`src/design/pmst_pkg.sv`:
```
// ----------------------------------------------------------------------------
// pmst_pkg
// Shared types and constants for the peer misbehavior score table: operation
// codes, the queued command, the table entry layout and the CSR map.
// ----------------------------------------------------------------------------
`default_nettype none

package pmst_pkg;

   // Field widths
   localparam int MODE_W    = 3;
   localparam int PEER_W    = 6;
   localparam int PENALTY_W = 10;
   localparam int SCORE_W   = 16;
   localparam int UNC_W     = 8;

   // Number of slots the peer field can address
   localparam int PEER_SPACE = 1 << PEER_W;

   // Request mode codes
   localparam logic [MODE_W-1:0] MODE_REPORT  = 3'd0;
   localparam logic [MODE_W-1:0] MODE_UNC_INC = 3'd1;
   localparam logic [MODE_W-1:0] MODE_UNC_RST = 3'd2;
   localparam logic [MODE_W-1:0] MODE_QUERY   = 3'd3;
   localparam logic [MODE_W-1:0] MODE_ATTACH  = 3'd4;
   localparam logic [MODE_W-1:0] MODE_DETACH  = 3'd5;

   // Classified operation handed from front to back
   typedef enum logic [2:0] {
      OP_REPORT,
      OP_UNC_INC,
      OP_UNC_RST,
      OP_QUERY,
      OP_ATTACH,
      OP_DETACH,
      OP_NONE        // peer index outside the table
   } op_type;

   typedef struct packed {
      op_type                 op;
      logic [PEER_W-1:0]      peer;
      logic [PENALTY_W-1:0]   penalty;
      logic                   no_ban;
   } cmd_type;

   // One table entry
   typedef struct packed {
      logic                   no_ban;
      logic [SCORE_W-1:0]     score;
      logic                   discourage;
      logic [UNC_W-1:0]       unconnecting;
      logic                   latch;
   } entry_type;

   // Configuration values seen by the back end
   typedef struct packed {
      logic [SCORE_W-1:0]     threshold;
      logic [UNC_W-1:0]       unc_limit;
      logic [PENALTY_W-1:0]   unc_penalty;
   } cfg_type;

   // CSR map (register index = paddr[3:2])
   localparam int CSR_ADDR_W = 4;
   localparam int CSR_DATA_W = 32;
   localparam logic [1:0] CSR_THRESHOLD   = 2'd0;
   localparam logic [1:0] CSR_UNC_LIMIT   = 2'd1;
   localparam logic [1:0] CSR_UNC_PENALTY = 2'd2;

   localparam logic [SCORE_W-1:0]   THRESHOLD_RST   = 16'd100;
   localparam logic [UNC_W-1:0]     UNC_LIMIT_RST   = 8'd10;
   localparam logic [PENALTY_W-1:0] UNC_PENALTY_RST = 10'd20;

endpackage

`default_nettype wire

```
`src/design/peer_misbehavior_score_table.sv`:
```
// ----------------------------------------------------------------------------
// peer_misbehavior_score_table
// Per-peer misbehavior score table with threshold marking, an unconnecting
// message counter with a one-time penalty, and attach/detach of slots.
//
//   Port group   Dir      Handshake            Beat
//   req_*        in       req_valid/req_ready  mode, peer, penalty, no_ban
//   rsp_*        out      rsp_valid/rsp_ready  found, flags, score, count
//   APB          in/out   psel/penable/pready  three config registers
//
// Each request runs in the back end as a table read, then the update,
// write-back and result load. The back end finishes one request before it
// reads the next, as each is a read-modify-write of one slot table entry. A
// two-entry queue lets requests be taken while a result waits. Reset marks
// every slot absent; no clearing pass is needed. A stalled result holds the
// back end in its update step until taken.
// ----------------------------------------------------------------------------
`default_nettype none

module peer_misbehavior_score_table #(
   parameter int PEER_SLOTS = 64
) (
   input  wire logic                              clock,
   input  wire logic                              reset,
   // Request channel
   input  wire logic                              req_valid,
   output logic                                   req_ready,
   input  wire logic [pmst_pkg::MODE_W-1:0]       req_mode,
   input  wire logic [pmst_pkg::PEER_W-1:0]       req_peer,
   input  wire logic [pmst_pkg::PENALTY_W-1:0]    req_penalty,
   input  wire logic                              req_no_ban,
   // Result channel
   output logic                                   rsp_valid,
   input  wire logic                              rsp_ready,
   output logic                                   rsp_found,
   output logic                                   rsp_newly_disconnect,
   output logic                                   rsp_disconnect_status,
   output logic [pmst_pkg::SCORE_W-1:0]           rsp_score,
   output logic [pmst_pkg::UNC_W-1:0]             rsp_unconnecting_count,
   // Configuration port
   input  wire logic                              psel,
   input  wire logic                              penable,
   input  wire logic                              pwrite,
   input  wire logic [pmst_pkg::CSR_ADDR_W-1:0]   paddr,
   input  wire logic [pmst_pkg::CSR_DATA_W-1:0]   pwdata,
   output logic [pmst_pkg::CSR_DATA_W-1:0]        prdata,
   output logic                                   pready
);
   import pmst_pkg::*;

   // Slots past the peer field's reach can never be addressed
   localparam int DEPTH = (PEER_SLOTS < PEER_SPACE) ? PEER_SLOTS : PEER_SPACE;

   logic [SCORE_W-1:0]    threshold_ff;
   logic [UNC_W-1:0]      unc_limit_ff;
   logic [PENALTY_W-1:0]  unc_penalty_ff;
   logic                  csr_wr;
   logic [1:0]            csr_idx;
   cfg_type               cfg;
   logic                  cmd_valid;
   cmd_type               cmd_data;
   logic                  cmd_pop;

   // Configuration registers
   assign pready  = 1'b1;
   assign csr_idx = paddr[3:2];
   assign csr_wr  = psel && penable && pwrite && pready;

   always_ff @(posedge clock) begin
      if (reset) begin
         threshold_ff   <= THRESHOLD_RST;
         unc_limit_ff   <= UNC_LIMIT_RST;
         unc_penalty_ff <= UNC_PENALTY_RST;
      end else if (csr_wr) begin
         unique case (csr_idx)
            CSR_THRESHOLD:   threshold_ff   <= pwdata[SCORE_W-1:0];
            CSR_UNC_LIMIT:   unc_limit_ff   <= pwdata[UNC_W-1:0];
            CSR_UNC_PENALTY: unc_penalty_ff <= pwdata[PENALTY_W-1:0];
            default: begin
            end
         endcase
      end
   end

   // Register readback
   always_comb begin
      unique case (csr_idx)
         CSR_THRESHOLD:   prdata = CSR_DATA_W'(threshold_ff);
         CSR_UNC_LIMIT:   prdata = CSR_DATA_W'(unc_limit_ff);
         CSR_UNC_PENALTY: prdata = CSR_DATA_W'(unc_penalty_ff);
         default:         prdata = '0;
      endcase
   end

   assign cfg.threshold   = threshold_ff;
   assign cfg.unc_limit   = unc_limit_ff;
   assign cfg.unc_penalty = unc_penalty_ff;

   // Front: accept, classify, queue
   pmst_front #(
      .DEPTH (DEPTH)
   ) u_front (
      .clock       (clock),
      .reset       (reset),
      .req_valid   (req_valid),
      .req_ready   (req_ready),
      .req_mode    (req_mode),
      .req_peer    (req_peer),
      .req_penalty (req_penalty),
      .req_no_ban  (req_no_ban),
      .cmd_valid   (cmd_valid),
      .cmd_data    (cmd_data),
      .cmd_pop     (cmd_pop)
   );

   // Back: table read-modify-write and result register
   pmst_back #(
      .DEPTH (DEPTH)
   ) u_back (
      .clock                  (clock),
      .reset                  (reset),
      .cfg                    (cfg),
      .cmd_valid              (cmd_valid),
      .cmd_data               (cmd_data),
      .cmd_pop                (cmd_pop),
      .rsp_valid              (rsp_valid),
      .rsp_ready              (rsp_ready),
      .rsp_found              (rsp_found),
      .rsp_newly_disconnect   (rsp_newly_disconnect),
      .rsp_disconnect_status  (rsp_disconnect_status),
      .rsp_score              (rsp_score),
      .rsp_unconnecting_count (rsp_unconnecting_count)
   );

endmodule

`default_nettype wire

```
`src/design/pmst_front.sv`:
```
// ----------------------------------------------------------------------------
// pmst_front
// Accepts request beats, classifies them into table operations and holds
// them in a two-entry queue for the back end.
// ----------------------------------------------------------------------------
`default_nettype none

module pmst_front #(
   parameter int DEPTH = 64
) (
   input  wire logic                         clock,
   input  wire logic                         reset,
   input  wire logic                         req_valid,
   output logic                              req_ready,
   input  wire logic [pmst_pkg::MODE_W-1:0]  req_mode,
   input  wire logic [pmst_pkg::PEER_W-1:0]  req_peer,
   input  wire logic [pmst_pkg::PENALTY_W-1:0] req_penalty,
   input  wire logic                         req_no_ban,
   output logic                              cmd_valid,
   output pmst_pkg::cmd_type                 cmd_data,
   input  wire logic                         cmd_pop
);
   import pmst_pkg::*;

   cmd_type     q_ff [2];
   logic        wr_ptr_ff, wr_ptr_in;
   logic        rd_ptr_ff, rd_ptr_in;
   logic [1:0]  count_ff, count_in;
   cmd_type     cls;
   logic        in_range;
   logic        push;

   // Slot index check against the table depth
   assign in_range = ({1'b0, req_peer} < (PEER_W+1)'(DEPTH));

   // Classify the incoming beat
   always_comb begin
      cls.peer    = req_peer;
      cls.penalty = req_penalty;
      cls.no_ban  = req_no_ban;
      if (!in_range) begin
         cls.op = OP_NONE;
      end else begin
         unique case (req_mode)
            MODE_REPORT:  cls.op = OP_REPORT;
            MODE_UNC_INC: cls.op = OP_UNC_INC;
            MODE_UNC_RST: cls.op = OP_UNC_RST;
            MODE_ATTACH:  cls.op = OP_ATTACH;
            MODE_DETACH:  cls.op = OP_DETACH;
            default:      cls.op = OP_QUERY;   // query and unused codes
         endcase
      end
   end

   assign req_ready = (count_ff != 2'd2);
   assign push      = req_valid && req_ready;
   assign cmd_valid = (count_ff != 2'd0);
   assign cmd_data  = q_ff[rd_ptr_ff];

   // Queue pointers
   always_comb begin
      wr_ptr_in = push ? ~wr_ptr_ff : wr_ptr_ff;
      rd_ptr_in = cmd_pop ? ~rd_ptr_ff : rd_ptr_ff;
      count_in  = count_ff + 2'(push) - 2'(cmd_pop);
   end

   always_ff @(posedge clock) begin
      if (reset) begin
         wr_ptr_ff <= 1'b0;
         rd_ptr_ff <= 1'b0;
         count_ff  <= 2'd0;
      end else begin
         wr_ptr_ff <= wr_ptr_in;
         rd_ptr_ff <= rd_ptr_in;
         count_ff  <= count_in;
      end
   end

   // Queue storage
   always_ff @(posedge clock) begin
      if (push) begin
         q_ff[wr_ptr_ff] <= cls;
      end
   end

endmodule

`default_nettype wire

```
`src/design/pmst_back.sv`:
```
// ----------------------------------------------------------------------------
// pmst_back
// Executes queued operations as a read-modify-write on the slot table and
// holds the result beat in an output register.
// ----------------------------------------------------------------------------
`default_nettype none

module pmst_back #(
   parameter int DEPTH = 64
) (
   input  wire logic                          clock,
   input  wire logic                          reset,
   input  wire pmst_pkg::cfg_type             cfg,
   input  wire logic                          cmd_valid,
   input  wire pmst_pkg::cmd_type             cmd_data,
   output logic                               cmd_pop,
   output logic                               rsp_valid,
   input  wire logic                          rsp_ready,
   output logic                               rsp_found,
   output logic                               rsp_newly_disconnect,
   output logic                               rsp_disconnect_status,
   output logic [pmst_pkg::SCORE_W-1:0]       rsp_score,
   output logic [pmst_pkg::UNC_W-1:0]         rsp_unconnecting_count
);
   import pmst_pkg::*;

   localparam int IDX_W = $clog2(DEPTH);

   localparam logic ST_IDLE = 1'b0;
   localparam logic ST_EXEC = 1'b1;

   logic                 state_ff, state_in;
   cmd_type              cur_ff;
   entry_type            rd_ff;
   entry_type            mem [DEPTH];
   logic [DEPTH-1:0]     valid_ff, valid_in;
   logic                 rsp_valid_ff, rsp_valid_in;
   logic                 found_ff, fresh_ff, status_ff;
   logic [SCORE_W-1:0]   score_ff;
   logic [UNC_W-1:0]     unc_ff;

   logic [IDX_W-1:0]     rd_idx;
   logic [IDX_W-1:0]     cur_idx;
   logic                 retire;
   logic                 found;
   logic                 mem_we;
   entry_type            wr_entry;
   logic                 res_fresh, res_status;
   logic [SCORE_W-1:0]   res_score;
   logic [UNC_W-1:0]     res_unc;

   assign rd_idx  = cmd_data.peer[IDX_W-1:0];
   assign cur_idx = cur_ff.peer[IDX_W-1:0];

   // Pop and read in idle, finish once the output register is free
   assign cmd_pop = (state_ff == ST_IDLE) && cmd_valid;
   assign retire  = (state_ff == ST_EXEC) && (!rsp_valid_ff || rsp_ready);
   assign found   = (cur_ff.op != OP_NONE) && valid_ff[cur_idx];

   // Entry update
   always_comb begin
      entry_type           e;
      logic [UNC_W-1:0]    unc_inc;
      logic [SCORE_W-1:0]  pts;
      logic [SCORE_W:0]    sum;
      logic [SCORE_W-1:0]  after;
      logic                crossed;
      logic                do_add;

      e        = rd_ff;
      unc_inc  = (rd_ff.unconnecting == {UNC_W{1'b1}}) ? rd_ff.unconnecting
                                                      : rd_ff.unconnecting + UNC_W'(1);
      pts      = (cur_ff.op == OP_REPORT) ? SCORE_W'(cur_ff.penalty)
                                         : SCORE_W'(cfg.unc_penalty);
      sum      = {1'b0, rd_ff.score} + {1'b0, pts};
      after    = sum[SCORE_W] ? {SCORE_W{1'b1}} : sum[SCORE_W-1:0];
      crossed  = (after >= cfg.threshold) && (rd_ff.score < cfg.threshold);
      do_add   = 1'b0;
      res_fresh = 1'b0;
      mem_we   = 1'b0;
      valid_in = valid_ff;

      unique case (cur_ff.op)
         OP_ATTACH: begin
            e          = '0;
            e.no_ban   = cur_ff.no_ban;
            mem_we     = 1'b1;
            valid_in[cur_idx] = 1'b1;
         end
         OP_DETACH: begin
            valid_in[cur_idx] = 1'b0;
         end
         OP_REPORT: begin
            do_add = 1'b1;
            mem_we = found;
         end
         OP_UNC_INC: begin
            if (!rd_ff.latch) begin
               e.unconnecting = unc_inc;
               if (unc_inc >= cfg.unc_limit) begin
                  e.latch = 1'b1;
                  do_add  = 1'b1;
               end
            end
            mem_we = found;
         end
         OP_UNC_RST: begin
            e.unconnecting = '0;
            mem_we         = found;
         end
         OP_QUERY, OP_NONE: begin
         end
         default: begin
         end
      endcase

      // Saturating penalty add with threshold crossing
      if (do_add) begin
         e.score = after;
         if (crossed && !rd_ff.no_ban) begin
            e.discourage = 1'b1;
            res_fresh    = 1'b1;
         end
      end

      wr_entry = e;

      // Result fields are zero unless the slot is shown
      if (cur_ff.op == OP_ATTACH || (found && cur_ff.op != OP_DETACH)) begin
         res_status = e.discourage && !e.no_ban;
         res_score  = e.score;
         res_unc    = e.unconnecting;
      end else begin
         res_fresh  = 1'b0;
         res_status = 1'b0;
         res_score  = '0;
         res_unc    = '0;
      end

      if (!retire) begin
         mem_we   = 1'b0;
         valid_in = valid_ff;
      end
   end

   // Sequencer and output valid
   always_comb begin
      state_in     = state_ff;
      rsp_valid_in = rsp_valid_ff && !rsp_ready;
      unique case (state_ff)
         ST_IDLE: if (cmd_valid) state_in = ST_EXEC;
         ST_EXEC: begin
            if (retire) begin
               state_in     = ST_IDLE;
               rsp_valid_in = 1'b1;
            end
         end
         default: state_in = ST_IDLE;
      endcase
   end

   always_ff @(posedge clock) begin
      if (reset) begin
         state_ff     <= ST_IDLE;
         rsp_valid_ff <= 1'b0;
         valid_ff     <= '0;
      end else begin
         state_ff     <= state_in;
         rsp_valid_ff <= rsp_valid_in;
         valid_ff     <= valid_in;
      end
   end

   // Command and result payload
   always_ff @(posedge clock) begin
      if (cmd_pop) begin
         cur_ff <= cmd_data;
      end
      if (retire) begin
         found_ff  <= found;
         fresh_ff  <= res_fresh;
         status_ff <= res_status;
         score_ff  <= res_score;
         unc_ff    <= res_unc;
      end
   end

   // Slot table
   always_ff @(posedge clock) begin
      if (mem_we) begin
         mem[cur_idx] <= wr_entry;
      end
      if (cmd_pop) begin
         rd_ff <= mem[rd_idx];
      end
   end

   assign rsp_valid              = rsp_valid_ff;
   assign rsp_found              = found_ff;
   assign rsp_newly_disconnect   = fresh_ff;
   assign rsp_disconnect_status  = status_ff;
   assign rsp_score              = score_ff;
   assign rsp_unconnecting_count = unc_ff;

endmodule

`default_nettype wire

```
`config.mk`:
```
export PLATFORM = sky130hd
export DESIGN_NAME = peer_misbehavior_score_table
export DESIGN_NICKNAME = d
export VERILOG_FILES = /design/src/design/pmst_pkg.sv /design/src/design/peer_misbehavior_score_table.sv /design/src/design/pmst_front.sv /design/src/design/pmst_back.sv
export SDC_FILE = /design/constraint.sdc
export NUM_CORES = 2
export LEC_CHECK = 0
export BUFFER_PORTS_ARGS = -buffer_cell sky130_fd_sc_hd__buf_2
export CAP_MARGIN = 20
export CORE_ASPECT_RATIO = 0.75
export CORE_MARGIN = 2
export CORE_UTILIZATION = 60
export DETAILED_ROUTE_END_ITERATION = 8
export GPL_ROUTABILITY_DRIVEN = 0
export HOLD_SLACK_MARGIN = 0.06
export PLACE_DENSITY = 0.77
export SLEW_MARGIN = 20
export SYNTH_ARGS = -nofsm -noshare
export SYNTH_HDL_FRONTEND = slang
export SYNTH_SLANG_ARGS = --single-unit
export TNS_END_PERCENT = 5
```
`constraint.sdc`:
```
create_clock -name clock -period 17.34 [get_ports clock]
set_input_delay 3.468 -clock clock [delete_from_list [all_inputs] [get_ports clock]]
set_output_delay 3.468 -clock clock [all_outputs]
set_load 0.01 [all_outputs]
```
==> metrics.md <==
| Metric | Value |
|---|---|
| All-layer global routing usage | `31.7%` |
| Total buffers and inverters traversed by the critical path | `2` |
| Number of buffers added by the clock tree synthesis step | `between 150 and 200` |
| Final critical-path share of the clock period | `about half` |
| Required @ worst endpoint | `13870 ps` |
| # setup viols final | `0` |
| Crit-path most repeated cell | `sky130_fd_sc_hd__buf_2` |
| Number of hold-repair buffers added at the cts stage | `0` |
| Setup repair after global routing missed its margin | `no` |
| CORE AREA | `129000 um^2` |
| Final design utilization | `66.6%` |
| DRC violations left | `0` |
| Critical Path End Type | `output port` |
| Effective utilization at floorplan | `between 60 and 70%` |
| EDFF count, synth | `around 1800` |
| Area added between synthesis and finish | `10.3%` |
| Startpoint class of the critical path | `primary input` |
| Portion of synthesized cell area occupied by the leading cell type | `around 71%` |
| Aggregate negative setup slack | `0 ps` |
| Via count of the routed design | `50900` |
| Transition time at the pin with the least slew margin | `about 1200 ps` |
| Placed Cells | `7557` |
| Detailed Place HPWL | `116000 um` |
| Yosys top cell by area | `sky130_fd_sc_hd__edfxtp_1` |
| Most frequent standard cell in the layout excluding fill and tap cells | `sky130_fd_sc_hd__edfxtp_1` |
| Worst slew slack as a fraction of its limit | `18.8%` |
| Worst hold path class | `register to register` |
| Number of setup buffers added after CTS | `0` |
| Max Root-Sink Buffers | `3` |
| Share of flip-flops with an asynchronous set or reset after synthesis | `0%` |
| Total power density per cell area | `167 nW/um^2` |
| Static leakage | `about 28 nW` |
| Via density per instance | `~6.5` |
| Kind of cell with the highest combined delay on the critical path | `simple AND/OR/NAND/NOR gates` |
| Slowest stage cell, crit path | `sky130_fd_sc_hd__nor2b_1` |
| Iter 0 DRT Violations | `around 8400` |
| Most common flop cell mapped by yosys | `sky130_fd_sc_hd__edfxtp_1` |
| Std-Cell Rows | `about 110` |
| Gate count of the mapped netlist | `6010` |
| Number of antenna-violating nets in the routed design | `0` |
| Total die area | `around 130000 um^2` |
| Detailed Route WL | `between 200000 and 250000 um` |
| Highest-count cells in the layout ignoring fill and taps | `sky130_fd_sc_hd__edfxtp_1 (1842), sky130_fd_sc_hd__nand2_1 (1727), sky130_fd_sc_hd__nand3_1 (675)` |
| Data arrival time of the critical path | `4930 ps` |
| Sequential-to-total area share from yosys stat | `about 74%` |
| Port buffer count | `89` |
| Mean instance size in the synthesized netlist | `approximately 13 um^2` |
| Cell area reported after detailed placement | `about 80000 um^2` |
| Clock skew | `26.5 ps` |
| Routed wire length per instance | `around 27 um` |
| Insertion delay of the later-clocked pin in the worst-skew pair | `830 ps` |
| Number of global-route vias before repair | `around 47000` |
| Distinct cells, synth | `66` |
| Initial antenna violation count | `13` |
| Cell area after technology mapping | `between 70000 and 80000 um^2` |
| Count of endpoints failing hold in the final timing report | `0` |
| Cell at the root of the clock tree | `sky130_fd_sc_hd__clkbuf_16` |
| Cells resized by post-CTS repair | `0` |
| Global-route wire length before repair | `just over 300000 um` |
| Worst ir drop on vdd | `approximately 280 uV` |
| Leading post-synthesis cells by cell area | `sky130_fd_sc_hd__edfxtp_1 (71%), sky130_fd_sc_hd__nand2_1 (8.4%), sky130_fd_sc_hd__nand3_1 (4.3%)` |
| Register-to-register path setup slack | `about 10000 ps` |
| Post-route non-filler standard cell count | `7874` |
| Vert. Die Dim | `approximately 320 um` |
| Series of cell instances along the critical path | `buf_2 > nor2b_1 > nand2_1 > o21ai_0 > buf_2` |
| Largest net degree at the start of global routing | `roughly 180` |
| Clock tree from TritonCTS | `built` |
| Result of the run | `complete, no violations` |
| Final design area excluding fillers | `approximately 86000 um^2` |
| Clock slew at the register clock pins of the worst setup and hold paths | `~60 ps` |
| Clock Sink Count | `~1900` |
| Final Max Slew Viols | `0` |
| Maximum operating frequency | `119 MHz` |
| Sum of overflow across all layers after global routing | `0` |
| Chip width | `between 400 and 500 um` |
| Largest driver fanout on the critical path | `21` |
| Number of violations of the max-capacitance limit | `0` |
| Share of post-route cells with drive strength above 1 | `9.31%` |
| Type of the worst setup path | `primary input to output port` |
| Final hold slack | `roughly 460 ps` |
| Shortest clock period the worst path allows after layout | `8400 ps` |
| Maximum level of the CTS H-tree | `4` |
| Number of search-and-repair iterations in the first detailed-routing pass | `7` |
| Final layout net count | `6108` |
| Fill cell total of the finished layout | `~8800` |
| Top-Level Pins | `125` |
| Stage delay of the slowest cell on the critical path | `around 670 ps` |
| Post-synthesis sequential element count | `approximately 2000` |
| Count of synthesis-stage warnings from yosys | `0` |
[per-layer routing]
layer	global-route usage, %	vias up	share of wire, %
met4	16.1	6	5.1
met5	0	-	0.022
li1	-	22100	-
met2	46.3	3606	44
met1	43.8	24700	37
met3	9.08	570	14
[area by class of cell]
| class | instances | area (um^2) | share of cell area (%) |
|---|---|---|---|
| Sequential cell | 1947 | 57400 | 67.0 |
| Timing Repair Buffer | 183 | 1300 | 1.52 |
| Multi-Input combinational cell | 3642 | 19300 | 22.5 |
| Clock buffer | 219 | 4550 | 5.32 |
| Antenna cell | 3 | 7.51 | 0.00877 |
| Tap cell | 1740 | 2180 | 2.54 |
| Inverter | 46 | 180 | 0.210 |
| Clock inverter | 94 | 752 | 0.878 |
[cells in the mapped netlist, types with 3 or more instances]
library cell,instances
sky130_fd_sc_hd__a41oi_1,3
sky130_fd_sc_hd__ha_1,52
sky130_fd_sc_hd__buf_1,32
sky130_fd_sc_hd__nand4_1,248
sky130_fd_sc_hd__nand2b_1,12
sky130_fd_sc_hd__clkbuf_1,309
sky130_fd_sc_hd__mux2i_1,77
sky130_fd_sc_hd__nor3_1,19
sky130_fd_sc_hd__a211oi_1,71
sky130_fd_sc_hd__nor4_1,3
sky130_fd_sc_hd__nor3b_1,8
sky130_fd_sc_hd__buf_2,30
sky130_fd_sc_hd__o2111ai_1,4
sky130_fd_sc_hd__xnor2_1,7
sky130_fd_sc_hd__a32oi_1,56
sky130_fd_sc_hd__nor2b_1,13
sky130_fd_sc_hd__a21oi_1,120
sky130_fd_sc_hd__nand3b_1,7
sky130_fd_sc_hd__nand2_1,1730
sky130_fd_sc_hd__dfxtp_1,105
sky130_fd_sc_hd__o21ai_0,94
sky130_fd_sc_hd__nand3_1,675
sky130_fd_sc_hd__xor2_1,8
sky130_fd_sc_hd__and4_1,3
sky130_fd_sc_hd__o21a_1,9
sky130_fd_sc_hd__or2_2,5
sky130_fd_sc_hd__a211o_1,7
sky130_fd_sc_hd__and2_1,26
sky130_fd_sc_hd__and3b_1,3
sky130_fd_sc_hd__mux4_2,16
sky130_fd_sc_hd__a31oi_1,111
sky130_fd_sc_hd__a22o_1,8
sky130_fd_sc_hd__and3_1,7
sky130_fd_sc_hd__edfxtp_1,1842
sky130_fd_sc_hd__a21o_1,10
sky130_fd_sc_hd__inv_1,44
sky130_fd_sc_hd__buf_4,17
sky130_fd_sc_hd__a221o_1,27
sky130_fd_sc_hd__mux2_2,25
sky130_fd_sc_hd__nand4b_1,3
sky130_fd_sc_hd__nor2_1,129
[power breakdown]
part	internal [mW]	switching (mW)	leakage, nW
Clock	1.98	1.69	2.58
Combinational	0.831	3.33	8.35
Sequential	6.32	0.135	17.6
[registers in the layout, indices dropped and copies added, names as in the netlist, named ones only]
name	count
u_front.q_ff	40
u_back.rd_ff	27
u_front.count_ff	2
u_back.cur_idx	6
u_back.rsp_score	16
u_back.cur_ff	14
u_back.rsp_disconnect_status	1
u_back.mem	1728
unc_limit_ff	8
u_back.rsp_found	1
u_back.rsp_newly_disconnect	1
u_back.state_ff	1
u_back.rsp_valid	1
u_back.rsp_unconnecting_count	8
threshold_ff	16
u_front.wr_ptr_ff	1
u_front.rd_ptr_ff	1
unc_penalty_ff	10
[cell families (layout without fill, tap and decap cells)]
group | Yosys count | after routing | synth area share (%)
and+or+nand+nor | 2894 | 2894 | 16.3
xor gates and xnor gates | 15 | 15 | 0.169
muxes | 118 | 118 | 1.82
other | 2 | 20 | 0.00967
DFF | 1947 | 1947 | 73.9
AOI/OAI and AO/OA | 545 | 545 | 4.69
adders and majority gates | 53 | 53 | 0.864
buffers and inverters | 436 | 542 | 2.26
[worst paths after layout]
path | start | cells past startpoint | endpoint
max | paddr[3] | 5 | prdata[2]
min | threshold_ff[14] | 2 | threshold_ff[14]
max reg2reg | u_back.cur_ff[18] | 20 | u_back.rsp_disconnect_status
min reg2reg | threshold_ff[14] | 2 | threshold_ff[14]
[through the flow]
stage / setup WS (ps) / total power [mW]
after floorplan: 9310 / 8.67
after global placement: 8960 / 10.4
after detailed placement: 8930 / 10.5
after CTS: 8930 / 14.1
after global routing: 8830 / 14.6
final: 8940 / 14.3
[worst min-delay path: cells and delay by family (launching register included)]
family	cells	cell delay [ps]
compound gates	1	50
flops	1	310
simple gates	1	50
(Power assumes the default switching activity.)
